## src/hdl/itoa_fmt_pkg.sv

```systemverilog
// Shared types, codes and character helpers for the integer-to-ASCII formatter.
`timescale 1ns / 1ps
`default_nettype none

package itoa_fmt_pkg;

    // Conversion modes carried in the request's tuser field
    localparam logic [2:0] MODE_DEC  = 3'd0;
    localparam logic [2:0] MODE_LHEX = 3'd1;
    localparam logic [2:0] MODE_UHEX = 3'd2;
    localparam logic [2:0] MODE_OCT  = 3'd3;
    localparam logic [2:0] MODE_BIN  = 3'd4;
    localparam logic [2:0] MODE_PTR  = 3'd5;

    // Bit positions inside format_flags
    localparam int FLAG_HASH  = 0;
    localparam int FLAG_ZPAD  = 1;
    localparam int FLAG_LEFT  = 2;
    localparam int FLAG_SPACE = 3;
    localparam int FLAG_PLUS  = 4;

    // ASCII codes
    localparam logic [7:0] CH_SPACE = 8'h20;
    localparam logic [7:0] CH_PLUS  = 8'h2B;
    localparam logic [7:0] CH_MINUS = 8'h2D;
    localparam logic [7:0] CH_ZERO  = 8'h30;
    localparam logic [7:0] CH_LOW_X = 8'h78;
    localparam logic [7:0] CH_UP_X  = 8'h58;
    localparam logic [7:0] CH_LOW_B = 8'h62;
    localparam logic [7:0] CH_LOW_A = 8'h61;
    localparam logic [7:0] CH_UP_A  = 8'h41;

    // Digit store depth (one entry per binary digit of a 32-bit value)
    localparam int DIG_DEPTH = 32;

    // Controller states
    typedef enum logic [3:0] {
        ST_IDLE,
        ST_CONV,
        ST_DEC_FIX,
        ST_SETUP,
        ST_LEAD,
        ST_SIGN,
        ST_PREFIX,
        ST_ZERO,
        ST_DIGIT,
        ST_TRAIL
    } state_t;

    // Output phase selected for an emitted character
    typedef enum logic [2:0] {
        PH_LEAD,
        PH_SIGN,
        PH_PREFIX,
        PH_ZERO,
        PH_DIGIT,
        PH_TRAIL
    } phase_t;

    // Commands from controller to datapath
    typedef struct packed {
        logic   load;
        logic   shift_step;
        logic   dec_est;
        logic   dec_fix;
        logic   setup;
        logic   emit;
        phase_t phase;
    } cmd_t;

    // Status from datapath to controller
    typedef struct packed {
        logic out_free;
        logic conv_done;
        logic dec_mode;
        logic lead_zero;
        logic sign_zero;
        logic prefix_zero;
        logic zero_zero;
        logic digit_zero;
        logic trail_zero;
    } sts_t;

    // Digit value to ASCII, lower or upper case letters
    function automatic logic [7:0] digit_char(input logic [3:0] d, input logic upper);
        logic [7:0] base;
        base = upper ? CH_UP_A : CH_LOW_A;
        if (d < 4'd10)
            digit_char = CH_ZERO + {4'h0, d};
        else
            digit_char = base + {4'h0, d} - 8'd10;
    endfunction

endpackage

`default_nettype wire

```

## src/hdl/itoa_fmt_dp.sv

```systemverilog
// Datapath: item registers, digit conversion, digit store, pad counters, output register.
`timescale 1ns / 1ps
`default_nettype none

module itoa_fmt_dp #(
    parameter int MAX_WIDTH = 48
) (
    input  wire                 clk,
    input  wire                 rst_n,
    input  wire  [31:0]         magnitude,
    input  wire                 negative,
    input  wire  [2:0]          mode,
    input  wire  [4:0]          format_flags,
    input  wire  [5:0]          field_width,
    input  wire  [6:0]          precision,
    input  wire itoa_fmt_pkg::cmd_t cmd,
    output itoa_fmt_pkg::sts_t  sts,
    output logic                m_tvalid,
    input  wire                 m_tready,
    output logic [7:0]          m_tdata,
    output logic                m_tlast
);

    // Count width: enough for max(width, digits + precision pads + sign + prefix)
    localparam int CW = $clog2(MAX_WIDTH + 36);
    localparam logic [5:0] MAXW = 6'(MAX_WIDTH);

    // Item registers
    logic [31:0] val_reg;
    logic [31:0] q_reg;
    logic        neg_reg;
    logic        dec_reg;
    logic        upper_reg;
    logic [2:0]  shift_reg;
    logic [1:0]  pfx_n_reg;
    logic [7:0]  pfx_c1_reg;
    logic [4:0]  flags_reg;
    logic [5:0]  width_reg;
    logic        given_reg;
    logic [5:0]  prec_reg;

    // Digit store, least significant digit at entry 0
    logic [3:0]  digs_reg [itoa_fmt_pkg::DIG_DEPTH];
    logic [5:0]  len_reg;

    // Phase counters
    logic [CW-1:0] lead_cnt_reg;
    logic          sign_cnt_reg;
    logic [1:0]    pfx_cnt_reg;
    logic [CW-1:0] zero_cnt_reg;
    logic [5:0]    dig_cnt_reg;
    logic [CW-1:0] trail_cnt_reg;
    logic [CW-1:0] remain_reg;

    // Output register
    logic          out_valid_reg;
    logic [7:0]    out_char_reg;
    logic          out_last_reg;

    // Mode decode at load
    logic [2:0] ld_shift;
    logic       ld_upper;
    logic [1:0] ld_pfx_n;
    logic [7:0] ld_pfx_c1;
    logic [5:0] ld_width;
    logic [5:0] ld_prec;

    always_comb
    begin
        ld_shift  = 3'd0;
        ld_upper  = 1'b0;
        ld_pfx_n  = 2'd0;
        ld_pfx_c1 = itoa_fmt_pkg::CH_ZERO;
        unique case (mode)
            itoa_fmt_pkg::MODE_LHEX:
            begin
                ld_shift  = 3'd4;
                ld_pfx_n  = format_flags[itoa_fmt_pkg::FLAG_HASH] ? 2'd2 : 2'd0;
                ld_pfx_c1 = itoa_fmt_pkg::CH_LOW_X;
            end
            itoa_fmt_pkg::MODE_UHEX:
            begin
                ld_shift  = 3'd4;
                ld_upper  = 1'b1;
                ld_pfx_n  = format_flags[itoa_fmt_pkg::FLAG_HASH] ? 2'd2 : 2'd0;
                ld_pfx_c1 = itoa_fmt_pkg::CH_UP_X;
            end
            itoa_fmt_pkg::MODE_OCT:
            begin
                ld_shift  = 3'd3;
                ld_pfx_n  = format_flags[itoa_fmt_pkg::FLAG_HASH] ? 2'd1 : 2'd0;
            end
            itoa_fmt_pkg::MODE_BIN:
            begin
                ld_shift  = 3'd1;
                ld_pfx_n  = format_flags[itoa_fmt_pkg::FLAG_HASH] ? 2'd2 : 2'd0;
                ld_pfx_c1 = itoa_fmt_pkg::CH_LOW_B;
            end
            itoa_fmt_pkg::MODE_PTR:
            begin
                ld_shift  = 3'd4;
                ld_pfx_n  = 2'd2;
                ld_pfx_c1 = itoa_fmt_pkg::CH_LOW_X;
            end
            default:
            begin
                ld_shift  = 3'd0;
            end
        endcase
        ld_width = (field_width > MAXW) ? MAXW : field_width;
        ld_prec  = (precision[5:0] > MAXW) ? MAXW : precision[5:0];
    end

    // Radix power-of-two digit
    logic [3:0] sh_mask;
    logic [3:0] sh_digit;

    always_comb
    begin
        unique case (shift_reg)
            3'd1:    sh_mask = 4'h1;
            3'd3:    sh_mask = 4'h7;
            default: sh_mask = 4'hF;
        endcase
        sh_digit = val_reg[3:0] & sh_mask;
    end

    // Divide by ten, first half: quotient estimate by shifts and adds
    logic [31:0] q0, q1, q2, q3, q_est;

    always_comb
    begin
        q0    = (val_reg >> 1) + (val_reg >> 2);
        q1    = q0 + (q0 >> 4);
        q2    = q1 + (q1 >> 8);
        q3    = q2 + (q2 >> 16);
        q_est = q3 >> 3;
    end

    // Divide by ten, second half: remainder and one-step correction
    logic [31:0] rem;
    logic        rem_fix;
    logic [31:0] rem_adj;
    logic [3:0]  dec_digit;
    logic [31:0] dec_quot;

    always_comb
    begin
        rem       = val_reg - ((q_reg << 3) + (q_reg << 1));
        rem_fix   = rem > 32'd9;
        rem_adj   = rem - 32'd10;
        dec_digit = rem_fix ? rem_adj[3:0] : rem[3:0];
        dec_quot  = rem_fix ? q_reg + 32'd1 : q_reg;
    end

    // Pad and count arithmetic for setup
    logic          su_empty;
    logic [5:0]    su_len;
    logic [CW-1:0] su_len_w, su_prec_w, su_width_w;
    logic [CW-1:0] su_zeros_p, su_min, su_pad, su_zeros, su_spaces;
    logic          su_sign, su_zfill, su_left;

    always_comb
    begin
        su_empty   = !given_reg && (len_reg == 6'd0);
        su_len     = su_empty ? 6'd1 : len_reg;
        su_len_w   = CW'(su_len);
        su_prec_w  = CW'(prec_reg);
        su_width_w = CW'(width_reg);
        su_sign    = neg_reg || flags_reg[itoa_fmt_pkg::FLAG_PLUS]
                     || flags_reg[itoa_fmt_pkg::FLAG_SPACE];
        su_left    = flags_reg[itoa_fmt_pkg::FLAG_LEFT];
        su_zfill   = !given_reg && flags_reg[itoa_fmt_pkg::FLAG_ZPAD] && !su_left;
        su_zeros_p = (given_reg && (su_prec_w > su_len_w)) ? su_prec_w - su_len_w : '0;
        su_min     = su_len_w + su_zeros_p + CW'(pfx_n_reg) + CW'(su_sign);
        su_pad     = (su_width_w > su_min) ? su_width_w - su_min : '0;
        su_zeros   = su_zfill ? su_zeros_p + su_pad : su_zeros_p;
        su_spaces  = su_zfill ? '0 : su_pad;
    end

    // Emitted character
    logic [5:0] dig_idx;
    logic [7:0] emit_char;

    always_comb
    begin
        dig_idx = dig_cnt_reg - 6'd1;
        unique case (cmd.phase)
            itoa_fmt_pkg::PH_SIGN:
            begin
                if (neg_reg)
                    emit_char = itoa_fmt_pkg::CH_MINUS;
                else if (flags_reg[itoa_fmt_pkg::FLAG_PLUS])
                    emit_char = itoa_fmt_pkg::CH_PLUS;
                else
                    emit_char = itoa_fmt_pkg::CH_SPACE;
            end
            itoa_fmt_pkg::PH_PREFIX:
                emit_char = (pfx_cnt_reg == 2'd2) ? itoa_fmt_pkg::CH_ZERO : pfx_c1_reg;
            itoa_fmt_pkg::PH_ZERO:
                emit_char = itoa_fmt_pkg::CH_ZERO;
            itoa_fmt_pkg::PH_DIGIT:
                emit_char = itoa_fmt_pkg::digit_char(digs_reg[dig_idx[4:0]], upper_reg);
            default:
                emit_char = itoa_fmt_pkg::CH_SPACE;
        endcase
    end

    // Item registers and digit store
    always_ff @(posedge clk)
    begin
        if (cmd.load)
        begin
            val_reg    <= magnitude;
            neg_reg    <= negative;
            dec_reg    <= (ld_shift == 3'd0);
            upper_reg  <= ld_upper;
            shift_reg  <= ld_shift;
            pfx_n_reg  <= ld_pfx_n;
            pfx_c1_reg <= ld_pfx_c1;
            flags_reg  <= format_flags;
            width_reg  <= ld_width;
            given_reg  <= !precision[6];
            prec_reg   <= ld_prec;
        end
        else if (cmd.shift_step)
        begin
            val_reg                <= val_reg >> shift_reg;
            digs_reg[len_reg[4:0]] <= sh_digit;
        end
        else if (cmd.dec_est)
        begin
            q_reg <= q_est;
        end
        else if (cmd.dec_fix)
        begin
            val_reg                <= dec_quot;
            digs_reg[len_reg[4:0]] <= dec_digit;
        end
        else if (cmd.setup && su_empty)
        begin
            digs_reg[0] <= 4'd0;
        end
    end

    // Digit count and phase counters
    always_ff @(posedge clk or negedge rst_n)
    begin
        if (!rst_n)
        begin
            len_reg       <= '0;
            lead_cnt_reg  <= '0;
            sign_cnt_reg  <= 1'b0;
            pfx_cnt_reg   <= '0;
            zero_cnt_reg  <= '0;
            dig_cnt_reg   <= '0;
            trail_cnt_reg <= '0;
            remain_reg    <= '0;
        end
        else if (cmd.load)
        begin
            len_reg <= '0;
        end
        else if (cmd.shift_step || cmd.dec_fix)
        begin
            len_reg <= len_reg + 6'd1;
        end
        else if (cmd.setup)
        begin
            lead_cnt_reg  <= su_left ? '0 : su_spaces;
            trail_cnt_reg <= su_left ? su_spaces : '0;
            sign_cnt_reg  <= su_sign;
            pfx_cnt_reg   <= pfx_n_reg;
            zero_cnt_reg  <= su_zeros;
            dig_cnt_reg   <= su_len;
            remain_reg    <= su_min + su_pad;
        end
        else if (cmd.emit)
        begin
            remain_reg <= remain_reg - CW'(1);
            unique case (cmd.phase)
                itoa_fmt_pkg::PH_LEAD:   lead_cnt_reg  <= lead_cnt_reg - CW'(1);
                itoa_fmt_pkg::PH_SIGN:   sign_cnt_reg  <= 1'b0;
                itoa_fmt_pkg::PH_PREFIX: pfx_cnt_reg   <= pfx_cnt_reg - 2'd1;
                itoa_fmt_pkg::PH_ZERO:   zero_cnt_reg  <= zero_cnt_reg - CW'(1);
                itoa_fmt_pkg::PH_DIGIT:  dig_cnt_reg   <= dig_idx;
                default:                 trail_cnt_reg <= trail_cnt_reg - CW'(1);
            endcase
        end
    end

    // Output register: holds one character while the receiver stalls
    always_ff @(posedge clk or negedge rst_n)
    begin
        if (!rst_n)
            out_valid_reg <= 1'b0;
        else if (cmd.emit)
            out_valid_reg <= 1'b1;
        else if (m_tready)
            out_valid_reg <= 1'b0;
    end

    always_ff @(posedge clk)
    begin
        if (cmd.emit)
        begin
            out_char_reg <= emit_char;
            out_last_reg <= (remain_reg == CW'(1));
        end
    end

    assign m_tvalid = out_valid_reg;
    assign m_tdata  = out_char_reg;
    assign m_tlast  = out_last_reg;

    // Status to controller
    always_comb
    begin
        sts.out_free    = !out_valid_reg || m_tready;
        sts.conv_done   = (val_reg == 32'd0) || len_reg[5];
        sts.dec_mode    = dec_reg;
        sts.lead_zero   = (lead_cnt_reg == '0);
        sts.sign_zero   = !sign_cnt_reg;
        sts.prefix_zero = (pfx_cnt_reg == 2'd0);
        sts.zero_zero   = (zero_cnt_reg == '0);
        sts.digit_zero  = (dig_cnt_reg == 6'd0);
        sts.trail_zero  = (trail_cnt_reg == '0);
    end

endmodule

`default_nettype wire

```

## src/hdl/itoa_fmt_ctrl.sv

```systemverilog
// Controller: sequences conversion, setup and the six output phases.
`timescale 1ns / 1ps
`default_nettype none

module itoa_fmt_ctrl (
    input  wire                 clk,
    input  wire                 rst_n,
    input  wire                 s_tvalid,
    output logic                s_tready,
    input  wire itoa_fmt_pkg::sts_t sts,
    output itoa_fmt_pkg::cmd_t  cmd
);

    itoa_fmt_pkg::state_t state_reg;
    itoa_fmt_pkg::state_t state_next;

    // State register
    always_ff @(posedge clk or negedge rst_n)
    begin
        if (!rst_n)
            state_reg <= itoa_fmt_pkg::ST_IDLE;
        else
            state_reg <= state_next;
    end

    // Next state and commands
    always_comb
    begin
        state_next     = state_reg;
        s_tready       = 1'b0;
        cmd.load       = 1'b0;
        cmd.shift_step = 1'b0;
        cmd.dec_est    = 1'b0;
        cmd.dec_fix    = 1'b0;
        cmd.setup      = 1'b0;
        cmd.emit       = 1'b0;
        cmd.phase      = itoa_fmt_pkg::PH_LEAD;
        unique case (state_reg)
            itoa_fmt_pkg::ST_IDLE:
            begin
                s_tready = 1'b1;
                if (s_tvalid)
                begin
                    cmd.load   = 1'b1;
                    state_next = itoa_fmt_pkg::ST_CONV;
                end
            end
            // one digit per cycle for power-of-two radix; decimal steps through ST_CONV then ST_DEC_FIX per digit
            itoa_fmt_pkg::ST_CONV:
            begin
                if (sts.conv_done)
                    state_next = itoa_fmt_pkg::ST_SETUP;
                else if (sts.dec_mode)
                begin
                    cmd.dec_est = 1'b1;
                    state_next  = itoa_fmt_pkg::ST_DEC_FIX;
                end
                else
                    cmd.shift_step = 1'b1;
            end
            itoa_fmt_pkg::ST_DEC_FIX:
            begin
                cmd.dec_fix = 1'b1;
                state_next  = itoa_fmt_pkg::ST_CONV;
            end
            itoa_fmt_pkg::ST_SETUP:
            begin
                cmd.setup  = 1'b1;
                state_next = itoa_fmt_pkg::ST_LEAD;
            end
            itoa_fmt_pkg::ST_LEAD:
            begin
                cmd.phase = itoa_fmt_pkg::PH_LEAD;
                if (sts.lead_zero)
                    state_next = itoa_fmt_pkg::ST_SIGN;
                else
                    cmd.emit = sts.out_free;
            end
            itoa_fmt_pkg::ST_SIGN:
            begin
                cmd.phase = itoa_fmt_pkg::PH_SIGN;
                if (sts.sign_zero)
                    state_next = itoa_fmt_pkg::ST_PREFIX;
                else
                    cmd.emit = sts.out_free;
            end
            itoa_fmt_pkg::ST_PREFIX:
            begin
                cmd.phase = itoa_fmt_pkg::PH_PREFIX;
                if (sts.prefix_zero)
                    state_next = itoa_fmt_pkg::ST_ZERO;
                else
                    cmd.emit = sts.out_free;
            end
            itoa_fmt_pkg::ST_ZERO:
            begin
                cmd.phase = itoa_fmt_pkg::PH_ZERO;
                if (sts.zero_zero)
                    state_next = itoa_fmt_pkg::ST_DIGIT;
                else
                    cmd.emit = sts.out_free;
            end
            itoa_fmt_pkg::ST_DIGIT:
            begin
                cmd.phase = itoa_fmt_pkg::PH_DIGIT;
                if (sts.digit_zero)
                    state_next = itoa_fmt_pkg::ST_TRAIL;
                else
                    cmd.emit = sts.out_free;
            end
            itoa_fmt_pkg::ST_TRAIL:
            begin
                cmd.phase = itoa_fmt_pkg::PH_TRAIL;
                if (sts.trail_zero)
                    state_next = itoa_fmt_pkg::ST_IDLE;
                else
                    cmd.emit = sts.out_free;
            end
            default:
            begin
                state_next = itoa_fmt_pkg::ST_IDLE;
            end
        endcase
    end

endmodule

`default_nettype wire

```

## src/hdl/integer_to_ascii_formatter_core.sv

```systemverilog
// Integer-to-ASCII formatter: printf-style conversion of one number to a character stream.
//
// Request channel (s_*): one request describes one number - magnitude, sign flag, flags,
// field width and precision in s_tdata, conversion mode in s_tuser. Response channel
// (m_*): one ASCII character per transfer, m_tlast on the final character of the number.
// A number whose value is zero with precision zero and no sign, prefix or width produces
// no characters at all.
// One request is handled at a time; s_tready is high only while the block is idle.
// Steps per request: load, conversion, setup, then the six output phases in order, each
// checked once, with one character per cycle within a phase while the receiver keeps up.
// Conversion yields one digit per cycle for hex, octal and binary; for decimal each digit
// takes a shift-add quotient estimate, then a remainder correction, and a final check ends it.
// m_tvalid rises once conversion, setup and any empty phases ahead of the first
// character are through.
// Characters leave through a one-entry output register: when the receiver stalls, the
// character holds and the sequencer waits; nothing is dropped.
// Reset (rst_n low, asynchronous) returns the sequencer to idle and empties the output
// register.
`timescale 1ns / 1ps
`default_nettype none

module integer_to_ascii_formatter_core #(
    parameter int MAX_WIDTH = 48
) (
    input  wire         clk,
    input  wire         rst_n,
    input  wire         s_tvalid,
    output logic        s_tready,
    // [31:0] magnitude, [32] negative, [37:33] format_flags, [43:38] field_width,
    // [50:44] precision (signed), [55:51] zero
    input  wire  [55:0] s_tdata,
    // [2:0] mode
    input  wire  [2:0]  s_tuser,
    output logic        m_tvalid,
    input  wire         m_tready,
    // [7:0] character
    output logic [7:0]  m_tdata,
    output logic        m_tlast
);

    itoa_fmt_pkg::cmd_t cmd;
    itoa_fmt_pkg::sts_t sts;

    // Sequencer
    itoa_fmt_ctrl u_ctrl (
        .clk      (clk),
        .rst_n    (rst_n),
        .s_tvalid (s_tvalid),
        .s_tready (s_tready),
        .sts      (sts),
        .cmd      (cmd)
    );

    // Conversion and output datapath
    itoa_fmt_dp #(
        .MAX_WIDTH (MAX_WIDTH)
    ) u_dp (
        .clk          (clk),
        .rst_n        (rst_n),
        .magnitude    (s_tdata[31:0]),
        .negative     (s_tdata[32]),
        .mode         (s_tuser),
        .format_flags (s_tdata[37:33]),
        .field_width  (s_tdata[43:38]),
        .precision    (s_tdata[50:44]),
        .cmd          (cmd),
        .sts          (sts),
        .m_tvalid     (m_tvalid),
        .m_tready     (m_tready),
        .m_tdata      (m_tdata),
        .m_tlast      (m_tlast)
    );

`ifndef NO_ASSERTIONS
    // A character is never written over one the receiver has not taken
    assert property (@(posedge clk) disable iff (!rst_n) cmd.emit |-> sts.out_free)
        else $error("character emitted while output register is occupied");

    // Once a request is taken the block is busy in the next cycle
    assert property (@(posedge clk) disable iff (!rst_n) (s_tvalid && s_tready) |=> !s_tready)
        else $error("request accepted on consecutive cycles");

    // At most one datapath operation per cycle
    assert property (@(posedge clk) disable iff (!rst_n)
        $onehot0({cmd.load, cmd.shift_step, cmd.dec_est, cmd.dec_fix, cmd.setup, cmd.emit}))
        else $error("conflicting datapath commands");
`endif

endmodule

`default_nettype wire
```

## config.mk

```make
export PLATFORM = sky130hd
export DESIGN_NAME = integer_to_ascii_formatter_core
export DESIGN_NICKNAME = d
export VERILOG_FILES = /design/src/hdl/itoa_fmt_pkg.sv /design/src/hdl/itoa_fmt_dp.sv /design/src/hdl/itoa_fmt_ctrl.sv /design/src/hdl/integer_to_ascii_formatter_core.sv
export SDC_FILE = /design/constraint.sdc
export NUM_CORES = 1
export LEC_CHECK = 0
export ABC_AREA = 1
export BUFFER_PORTS_ARGS = -buffer_cell sky130_fd_sc_hd__buf_2
export CAP_MARGIN = 0
export CORE_AREA = 5 5 358 184
export CTS_CLUSTER_DIAMETER = 50
export CTS_CLUSTER_SIZE = 12
export DETAILED_ROUTE_END_ITERATION = 6
export DIE_AREA = 0 0 363 189
export PLACE_DENSITY = 0.57
export REMOVE_ABC_BUFFERS = 1
export SETUP_SLACK_MARGIN = 0.4
export SLEW_MARGIN = 25
export SYNTH_ARGS = -nofsm -noshare
export SYNTH_HDL_FRONTEND = slang
export SYNTH_HIERARCHICAL = 1
export SYNTH_SLANG_ARGS = --single-unit
export TNS_END_PERCENT = 100
```

## constraint.sdc

```tcl
create_clock -name clk -period 11.5 [get_ports clk]
set_input_delay 1.15 -clock clk [delete_from_list [all_inputs] [get_ports clk]]
set_output_delay 1.15 -clock clk [all_outputs]
set_load 0.05 [all_outputs]
```

Word-level counts from Yosys, hierarchy flattened
Memories as Yosys holds them, arrays and structs flattened.
Cells that the tools add are included.
{"block": "totals", "inputBits": 63, "n_memories": 1, "out_inout_bits": 11, "regBits": 152, "mem_bits_rw": 128}
{"memory": "u_dp.digs_reg", "words": 32, "word_bits": 4, "read_ports": 1, "rd_ports_with_merged_regs": 0, "write_ports": 1, "line": "itoa_fmt_dp.sv:43", "rtl": "logic [3:0] digs_reg [itoa_fmt_pkg::DIG_DEPTH];"}
{"block": "classes", "n_addsub": 25, "n_shift": 1, "eq_ne": 32, "n_lt_le_gt_ge": 6, "bitwise_logic": 5, "mux": 94, "reduce_logical": 48}
{"op": "32-bit two-way mux", "n": 5}
{"op": "7-bit two-way mux", "n": 17}
{"op": "4-bit two-way mux", "n": 13}
{"op": "6-bit two-way mux", "n": 7}
{"op": "4-bit one-hot mux with 10 select lines", "n": 1}
{"op": "1-bit two-way mux", "n": 35}
{"op": "31-bit by 30-bit adder with 32-bit output", "n": 1}
{"op": "32-bit by 16-bit adder with 32-bit output", "n": 1}
{"op": "32-bit by 24-bit adder with 32-bit output", "n": 1}
{"op": "32-bit by 28-bit adder with 32-bit output", "n": 1}
{"op": "32-bit by 30-bit adder with 32-bit output", "n": 1}
{"op": "32-bit by 4-bit greater-than comparator with 1-bit output (second input constant)", "n": 1}
{"op": "32-bit zero test", "n": 1}
{"op": "8-bit one-hot mux with 4 select lines", "n": 1}
{"op": "32-bit by 3-bit right shift with 32-bit output", "n": 1}
{"op": "32-bit subtractor", "n": 1}
{"op": "29-bit by 1-bit adder with 30-bit output (second input constant)", "n": 1}
{"op": "7-bit by 1-bit subtractor with 7-bit output (second input constant)", "n": 4}
{"op": "8-bit two-way mux", "n": 3}
{"op": "4-bit one-hot mux with 6 select lines", "n": 1}
{"op": "4-bit AND reduction", "n": 6}
{"op": "7-bit zero test", "n": 3}
{"op": "7-bit one-hot mux with 3 select lines", "n": 1}
{"op": "4-bit by 3-bit == test with 1-bit output (second input constant)", "n": 4}
{"op": "other kinds (53)", "n": 100}

Longest topological paths before layout
Gate-level depths: netlist of run 1.
{"block": "depth", "ltp_word": 14, "ltp_mapped": 51, "ltp_nobuf": 51}

By module
The synthesis of run 1 kept the hierarchy.
{"mod": "itoa_fmt_dp", "cells_each": 3166, "seq_area_each_um2": 7917.6, "area_each_um2": 24275.8, "n_inst": 1}
{"mod": "itoa_fmt_ctrl", "cells_each": 84, "seq_area_each_um2": 100.1, "area_each_um2": 471.7, "n_inst": 1}

Least setup slack after synthesis of run 1
No wires, ideal clock.
{"block": "synth_path", "path_type": "reg2reg", "from": "register u_dp.val_reg[4]", "to": "register u_dp.q_reg[16], data pin", "n_path_buf": 0, "setup_slack_ps": 4620, "path_stages_with_launch": 46, "arrival_ps": 6628, "cell_sequence": "edfxtp_1 > inv_1 > ha_1 > a21oi_1 > o21ai_0 > nand2_1 > nand2_1 > a31oi_1 > o21ai_0 > xor2_1 > ha_1 > nand2_1 > nor4_1 > a21oi_1 > o21ai_0 > xor2_1 > ha_1 > nand2_1 > [10 not listed] > nor2_2 > nor2_1 > ha_1 > nand2_1 > o21ai_0 > a21oi_1 > inv_1 > nand2_1 > nand2_1 > nand3_1 > nand2_1 > a31oi_1 > a21oi_1 > nand4_1 > nand3_1 > nand2_1 > nand3_1 > nand2_1"}
{"block": "synth_via", "elab_chain_len": 4}
{"item": "start, declared", "line": "itoa_fmt_dp.sv:29", "rtl": "logic [31:0] val_reg;"}
{"item": "start signal, assigned", "line": "itoa_fmt_dp.sv:214", "rtl": "val_reg <= magnitude;"}
{"item": "start signal, assigned", "line": "itoa_fmt_dp.sv:228", "rtl": "val_reg <= val_reg >> shift_reg;"}
{"item": "start signal, assigned", "line": "itoa_fmt_dp.sv:237", "rtl": "val_reg <= dec_quot;"}
{"item": "31-bit by 30-bit adder with 32-bit output", "line": "itoa_fmt_dp.sv:133", "rtl": "q0 = (val_reg >> 1) + (val_reg >> 2);"}
{"item": "32-bit by 28-bit adder with 32-bit output", "line": "itoa_fmt_dp.sv:134", "rtl": "q1 = q0 + (q0 >> 4);"}
{"item": "32-bit by 24-bit adder with 32-bit output", "line": "itoa_fmt_dp.sv:135", "rtl": "q2 = q1 + (q1 >> 8);"}
{"item": "32-bit by 16-bit adder with 32-bit output", "line": "itoa_fmt_dp.sv:136", "rtl": "q3 = q2 + (q2 >> 16);"}
{"item": "via u_dp.q3[19]", "line": "itoa_fmt_dp.sv:129", "rtl": "logic [31:0] q0, q1, q2, q3, q_est;"}
{"item": "end signal, assigned", "line": "itoa_fmt_dp.sv:233", "rtl": "q_reg <= q_est;"}
{"item": "end, declared", "line": "itoa_fmt_dp.sv:30", "rtl": "logic [31:0] q_reg;"}
The timed path passes the listed nets, and every way through them passes these cells.
A chain may end at the register's enable or synchronous reset.

Worst setup path in the final report of run 1
{"block": "layout_path", "from": "register u_dp.val_reg[6]", "to": "register u_dp.q_reg[28], data pin"}
The elaborated chain is that of the path after synthesis.

==> impl_metrics.yaml, run 1 <==
status:
  status: "completed"
clocking:
  cts_sinks: 275
  cts_buffers: 29
  clk_pin_slew_worst_paths_ns: 0.07
  clock-root-buffer: "clkbuf_16"
  clkLatencyLatePin_ns: 0.62
  cts_buffer_depth: 3
  cts-htree-levels: 1
  postCtsHoldBufs: 0
  cts_setup_buffers: 0
  cts_resized: 0
  cts_tree: "yes"
run:
  drv_cap: 0
timing:
  finClkSkew_ns: 0.0503
  min_period_ns: 9.82
  clock.fmax_ghz: 0.102
  finalHoldViolCount: 0
  relSlewSlack: 0.250
  min_period_over_period: 0.854
  tightest_slew_ns: 1.12
  drv_slew: 0
  setup_viol: 0
  setup-tns-final_ns: 0
  grt_setup_unrepaired: "false"
routing:
  drc_errors: 0
  vias: 22552
  antenna_left: 0
  wl_per_cell_um: 20.3
  drt-initial-drc-count: 2772
  drt-pass1-iter-count: 6
  viasPerCell: 5.43
  wirelength_mm: 84.4
logic_synthesis:
  syn_inst: 3250
  syn_area_um2: 24700
  synth_edf_count: 227
  synth_top_family_by_area: "simple AND/OR/NAND/NOR gates"
  seq_area_frac_synth: 0.324
  synthArstFlopShare: 0.175
  synthFlopType: "edfxtp_1"
  synth_xor_area_frac: 0.0618
  synth.most_common_cell: "nand2_1"
  ys.warnings.count: 6
  post-synth-top-area-fraction: 0.275
  synth_compound_area_frac: 0.145
  synth_cell_type_count: 68
  synthMuxAreaShare: 0.0142
  yosys.area_share.simple: 0.249
  yosysTopAreaCell: "edfxtp_1"
  synth_common_cells: "nand2_1, inv_1, nor2_1, edfxtp_1, a21oi_1"
  yosys.area_share.adder: 0.130
  ys_seq_elements: 275
  ys_top_cells_by_area: "edfxtp_1, nand2_1, ha_1"
  avgSynthCellArea_um2: 7.61
layout:
  area_growth_pct: 8.92
  drive_above_1_share: 0.0823
  n_antenna_cell: 0
  num-fill-cells: 6427
  largest_register_ffs: 128
  finalNetCount: 3593
  multi_input_area_um2: 14900
  regArea_um2: 8020
worst_setup_path:
  path_class: "flip-flop to flip-flop"
  worstPathMaxFanout: 6
  cp.arrival_ns: 10.09
  crit_path_top_delay_cell: "xor2_1"
  startpoint_type: "flip-flop"
  cp-end-kind: "flip-flop"
  required_ns: 11.77
  critPathMaxStageDelay_ns: 0.89
  crit_top_cell: "nand2_1"
die:
  die_h_um: 189
  core-area_um2: 62400
  die_x_um: 363
  io_pins: 74
  rows: 65
  die_area_um2: 68600
  start_util: 0.397
place:
  io_buffers: 67
  hpwl_mm: 67.4
  place_congestion: 1.03
grt:
  grt_max_degree: 66
  grt_pass1_wl_mm: 127
  grt_usage: 0.240
  grt.overflow.total: 0
  grt_pass1_vias: 20146
  grt_antenna_before_repair: 0
hold_path:
  holdCritPathClass: "flip-flop to flip-flop"
## cell type report
type	instances	area share
Multi-Input combinational cell	2474	0.553
Sequential cell	275	0.297
Inverter	427	0.0596
Tap cell	837	0.0389
Clock buffer	48	0.0304
Timing Repair Buffer	89	0.0186
Clock inverter	6	0.00214
## stage by stage
step                hold WS, ns  utilization  instance area, um^2  instances  worst slack [ns]
floorplan                 0.477            -                24500       3176              4.62
global placement          0.513        0.418                26000       4102              2.18
detailed placement        0.510        0.418                26100       4102              2.23
CTS                       0.523        0.432                26900       4156              2.15
global route              0.562        0.432                27000       4156              1.24
finish                    0.518        0.432                27000       4156              1.68
## layer usage
metal  track usage  up-vias  wire, um
met5             0        -         0
met4        0.0203        0       673
met3         0.107       42     11800
met2         0.262      965     26500
met1         0.413    10491     45400
li1              -    11054         -
## kinds of logic after synthesis
family,count (synthesis)
buffers and inverters,501
other,1
and+or+nand+nor,1424
adders and majority gates,234
DFF,275
muxes,35
xor gates and xnor gates,169
AOI/OAI and AO/OA,611
## critical path: cells and delay by family (launching register included)
kind,cells,cell delay (ns)
flops,1,0.57
simple gates,27,3.16
compound gates,9,2.41
fa+ha+maj,4,1.38
buf+inv,4,0.43
xor+xnor,3,1.52
## layout by cell type, fill, tap and decap left out, types with 10 or more instances in the layout
cell         n
mux2i_1     35
o221a_2     15
clkbuf_1    18
fa_1        37
nor4_1      17
nor2_1     369
buf_4       22
nand3_1    152
nor2_2      15
nand2_1    680
o22ai_1     11
nor3_1      42
o21ai_0    209
buf_2       67
a21oi_1    212
inv_1      407
xnor2_1     47
dfrtp_1     47
clkbuf_16   30
nand4_1     44
o221ai_1    19
o211ai_1    26
inv_2       14
o21ai_1     15
a31oi_1     23
or2_2       11
xor2_1     113
o32ai_1     15
edfxtp_1   227
nand2_2     44
o21bai_1    10
ha_1       197
## final timing paths
| path | startpoint | end | slack (ns) | cells past startpoint |
|---|---|---|---|---|
| min | u_dp/sign_cnt_reg | u_dp/sign_cnt_reg | 0.52 | 2 |
| max in group asynchronous | rst_n | u_dp/dig_cnt_reg[0] | 10.33 | 2 |
| min in group asynchronous | rst_n | u_dp/trail_cnt_reg[0] | 0.67 | 2 |
| max reg2reg | u_dp/val_reg[6] | u_dp/q_reg[28] | 1.68 | 47 |
| min reg2reg | u_dp/sign_cnt_reg | u_dp/sign_cnt_reg | 0.52 | 2 |
| max | u_dp/val_reg[6] | u_dp/q_reg[28] | 1.68 | 47 |
Power of run 1 is not shown: default switching activity piles up to over one toggle a cycle in this logic, so the estimate is an artifact.
==> run 2: changes to the inputs <==
--- a/config.mk
+++ b/config.mk
@@ -9,6 +9,7 @@
 export BUFFER_PORTS_ARGS = -buffer_cell sky130_fd_sc_hd__buf_2
 export CAP_MARGIN = 0
 export CORE_AREA = 5 5 358 184
+export CTS_BUF_LIST = sky130_fd_sc_hd__clkbuf_4
 export CTS_CLUSTER_DIAMETER = 50
 export CTS_CLUSTER_SIZE = 12
 export DETAILED_ROUTE_END_ITERATION = 6
==> impl_metrics.yaml, run 2 (same netlist as run 1, synthesis figures left out) <==
clocking:
  cts_buffer_depth: 3
  cts-htree-levels: 1
  cts_sinks: 275
  clk_pin_slew_worst_paths_ns: 0.16
  postCtsHoldBufs: 0
  clkLatencyLatePin_ns: 0.87
  cts_setup_buffers: 0
  cts_tree: "yes"
  cts_resized: 0
  clock-root-buffer: "clkbuf_4"
  cts_buffers: 29
worst_setup_path:
  r2r_slack_ns: 1.58
  crit_top_cell: "nand2_1"
  reg2reg_to: "u_dp/q_reg[28]"
  cp.arrival_ns: 10.38
  cp-end-kind: "flip-flop"
  crit_path_top_delay_cell: "xor2_1"
  startpoint_type: "flip-flop"
  ff2ff_path_depth: 47
  worstPathMaxFanout: 6
  required_ns: 11.96
  timing.rr.start: "u_dp/val_reg[6]"
  critPathMaxStageDelay_ns: 0.90
  path_class: "flip-flop to flip-flop"
die:
  core-area_um2: 62400
  rows: 65
  die_area_um2: 68600
  die_h_um: 189
  die_x_um: 363
  io_pins: 74
  start_util: 0.397
timing:
  grt_setup_unrepaired: "false"
  finalHoldViolCount: 0
  drv_slew: 0
  min_period_over_period: 0.863
  clock.fmax_ghz: 0.101
  finClkSkew_ns: 0.122
  setup-tns-final_ns: 0
  relSlewSlack: 0.239
  min_period_ns: 9.92
  setup_viol: 0
  tightest_slew_ns: 1.14
run:
  drv_cap: 0
status:
  status: "completed"
routing:
  drt-pass1-iter-count: 6
  drt-initial-drc-count: 2665
  viasPerCell: 5.41
  wl_per_cell_um: 20.3
  drc_errors: 0
  antenna_left: 0
  vias: 22493
  wirelength_mm: 84.4
layout:
  final_cell_mix: "nand2_1, inv_1, nor2_1, edfxtp_1, a21oi_1"
  drive_above_1_share: 0.0877
  num-fill-cells: 6479
  finalNetCount: 3593
  area_growth_pct: 7.14
  largest_register_ffs: 128
  final_common_cell: "nand2_1"
  stdcell_count: 4159
grt:
  grt_usage: 0.240
  grt.overflow.total: 0
  grt_pass1_wl_mm: 127
  grt_max_degree: 66
  grt_pass1_vias: 20112
  grt_antenna_before_repair: 2
place:
  dp_cells: 4102
  io_buffers: 67
  place_congestion: 1.03
  hpwl_mm: 67.4
hold_path:
  holdCritPathClass: "input pin to async pin"
-- run 2: cell types whose count changed in the layout (fill, tap and decap cells not counted), sizes merged --
cell / change
diode: +3
bufinv: +1
clkbuf: -1
clkinvlp: +1
inv: -1
-- run 2: per-stage QoR --
step	instance area, um^2	util	setup WS, ns	hold WS [ns]
finish	26500	0.425	1.58	0.401
global route	26500	0.425	1.16	0.388
CTS	26500	0.424	2.08	0.368
detailed placement	26100	0.418	2.23	0.510
floorplan	24500	-	4.62	0.477
global placement	26000	0.418	2.18	0.513
-- run 2: cell type report --
cell class	instances	area [um^2]	share of cell area
sequential	275	8020	0.302
timing repair buffer	89	500	0.0189
multi-input combinational	2474	14900	0.562
clock inverter	7	75.1	0.00283
antenna	3	7.51	0.000283
tap	837	1050	0.0395
clock buffer	47	353	0.0133
inverter	427	1610	0.0606
-- run 2: critical path, delay by kind of cell, from the launching register on --
family	cells	cell delay, ns
compound gates	9	2.43
buf+inv	4	0.43
simple gates	27	3.14
flops	1	0.60
xor+xnor	3	1.51
fa+ha+maj	4	1.37
-- run 2: worst max path at each step --
stage	startpoint	end	slack, ns	cells after the start
after floorplan	u_dp/val_reg[4]	u_dp/q_reg[16]	4.62	45
after global placement	u_dp/val_reg[6]	u_dp/q_reg[28]	2.18	43
after detailed placement	u_dp/val_reg[6]	u_dp/q_reg[28]	2.23	44
after CTS	u_dp/val_reg[6]	u_dp/q_reg[28]	2.08	44
after global routing	u_dp/val_reg[6]	u_dp/q_reg[28]	1.16	47
final	u_dp/val_reg[6]	u_dp/q_reg[28]	1.58	47
-- run 2: per-layer routing --
| layer | up-vias | GRT usage | part of all wire | wire length, um |
|---|---|---|---|---|
| met4 | 2 | 0.0171 | 0.0067 | 564 |
| met2 | 936 | 0.262 | 0.31 | 26500 |
| met3 | 46 | 0.104 | 0.14 | 11600 |
| met5 | - | 0.0266 | 0.0030 | 257 |
| li1 | 11043 | - | - | - |
| met1 | 10466 | 0.412 | 0.54 | 45500 |
Power of run 2 is left out for the same reason.
==> run 3: changes to the inputs <==
--- a/config.mk
+++ b/config.mk
@@ -8,12 +8,12 @@
 export ABC_AREA = 1
 export BUFFER_PORTS_ARGS = -buffer_cell sky130_fd_sc_hd__buf_2
 export CAP_MARGIN = 0
-export CORE_AREA = 5 5 358 184
+export CORE_AREA = 5 5 255 257
 export CTS_BUF_LIST = sky130_fd_sc_hd__clkbuf_4
 export CTS_CLUSTER_DIAMETER = 50
 export CTS_CLUSTER_SIZE = 12
 export DETAILED_ROUTE_END_ITERATION = 6
-export DIE_AREA = 0 0 363 189
+export DIE_AREA = 0 0 260 262
 export PLACE_DENSITY = 0.57
 export REMOVE_ABC_BUFFERS = 1
 export SETUP_SLACK_MARGIN = 0.4
==> impl_metrics.yaml, run 3 (same netlist as run 1, synthesis figures left out) <==
routing:
  wirelength_mm: 73.6
  drt-initial-drc-count: 1820
  drt-pass1-iter-count: 5
  wl_per_cell_um: 17.6
  antenna_left: 0
  vias: 21735
  drc_errors: 0
  viasPerCell: 5.19
grt:
  grt_max_degree: 66
  grt.overflow.total: 0
  grt_pass1_wl_mm: 115
  grt_antenna_before_repair: 3
  grt_pass1_vias: 20449
  grt_usage: 0.212
worst_setup_path:
  path_class: "flip-flop to flip-flop"
  cp-end-kind: "flip-flop"
  worstPathMaxFanout: 6
  crit_top_cell: "nand2_1"
  required_ns: 11.99
  cp.arrival_ns: 9.22
  critPathMaxStageDelay_ns: 0.56
  startpoint_type: "flip-flop"
  crit_path_top_delay_cell: "edfxtp_1"
place:
  place_congestion: 1.00
  post-place-ws_ns: 2.88
  hpwl_mm: 58.5
  dp_cells: 4110
  io_buffers: 67
layout:
  finalNetCount: 3603
  drive_above_1_share: 0.0908
  stdcell_count: 4186
  area_growth_pct: 8.12
  final_common_cell: "nand2_1"
  final_cell_mix: "nand2_1, inv_1, nor2_1, edfxtp_1, a21oi_1"
  largest_register_ffs: 128
clocking:
  cts_tree: "yes"
  clkLatencyLatePin_ns: 0.80
  cts_setup_buffers: 0
  cts_resized: 0
  cts_buffer_depth: 3
  clk_pin_slew_worst_paths_ns: 0.13
  cts_sinks: 275
  clock-root-buffer: "clkbuf_4"
  postCtsHoldBufs: 0
  cts-htree-levels: 2
  cts_buffers: 40
die:
  io_pins: 74
  start_util: 0.396
  die_x_um: 260
  die_area_um2: 68100
  rows: 92
  core-area_um2: 62500
  die_h_um: 262
timing:
  finalHoldViolCount: 0
  drv_slew: 0
  tightest_slew_ns: 0.925
  min_period_ns: 8.74
  setup_viol: 0
  grt_setup_unrepaired: "false"
  relSlewSlack: 0.378
  setup-tns-final_ns: 0
  min_period_over_period: 0.760
  setup_slack_ns: 2.76
  finClkSkew_ns: 0.0823
  clock.fmax_ghz: 0.114
run:
  drv_cap: 0
status:
  status: "completed"
hold_path:
  holdCritPathClass: "input pin to async pin"
-- run 3: worst max-delay path, delay by kind of cell, from the launching register on --
kind / cells / cell delay [ns]
fa+ha+maj: 4 / 1.48
buf+inv: 2 / 0.21
compound gates: 13 / 2.49
flops: 1 / 0.56
simple gates: 20 / 2.65
xor+xnor: 3 / 1.04
-- run 3: final cells by class --
cell class,count,area (um^2)
timing repair buffer,88,493
clock inverter,28,359
multi-input combinational,2474,14900
sequential,275,8020
fill,6484,35700
antenna,2,5.00
tap,846,1060
inverter,427,1610
clock buffer,46,345
-- run 3: worst paths after layout --
kind / start / to / slack (ns) / cells past startpoint
min in group clk: u_dp/sign_cnt_reg / u_dp/sign_cnt_reg / 0.54 / 2
setup reg to reg: u_dp/val_reg[4] / u_dp/q_reg[28] / 2.76 / 42
setup / recovery: u_dp/val_reg[4] / u_dp/q_reg[28] / 2.76 / 42
hold reg to reg: u_dp/sign_cnt_reg / u_dp/sign_cnt_reg / 0.54 / 2
max in group asynchronous: rst_n / u_dp/len_reg[5] / 10.50 / 2
hold / removal: rst_n / u_ctrl/state_reg[0] / 0.48 / 2
-- run 3: routing by layer --
metal | part of all wire | global-route usage | up-vias
li1 | - | - | 11079
met1 | 0.45 | 0.293 | 9970
met2 | 0.46 | 0.351 | 589
met3 | 0.067 | 0.0354 | 95
met4 | 0.019 | 0.0471 | 2
met5 | 0.000095 | 0 | -
-- run 3: metrics by stage --
stage	utilization	area, um^2	hold slack [ns]
floorplan	-	24500	0.477
global placement	0.417	26000	0.524
detailed placement	0.417	26000	0.508
CTS	0.428	26800	0.444
global route	0.428	26800	0.512
finish	0.428	26800	0.481
Power of run 3 is left out for the same reason.
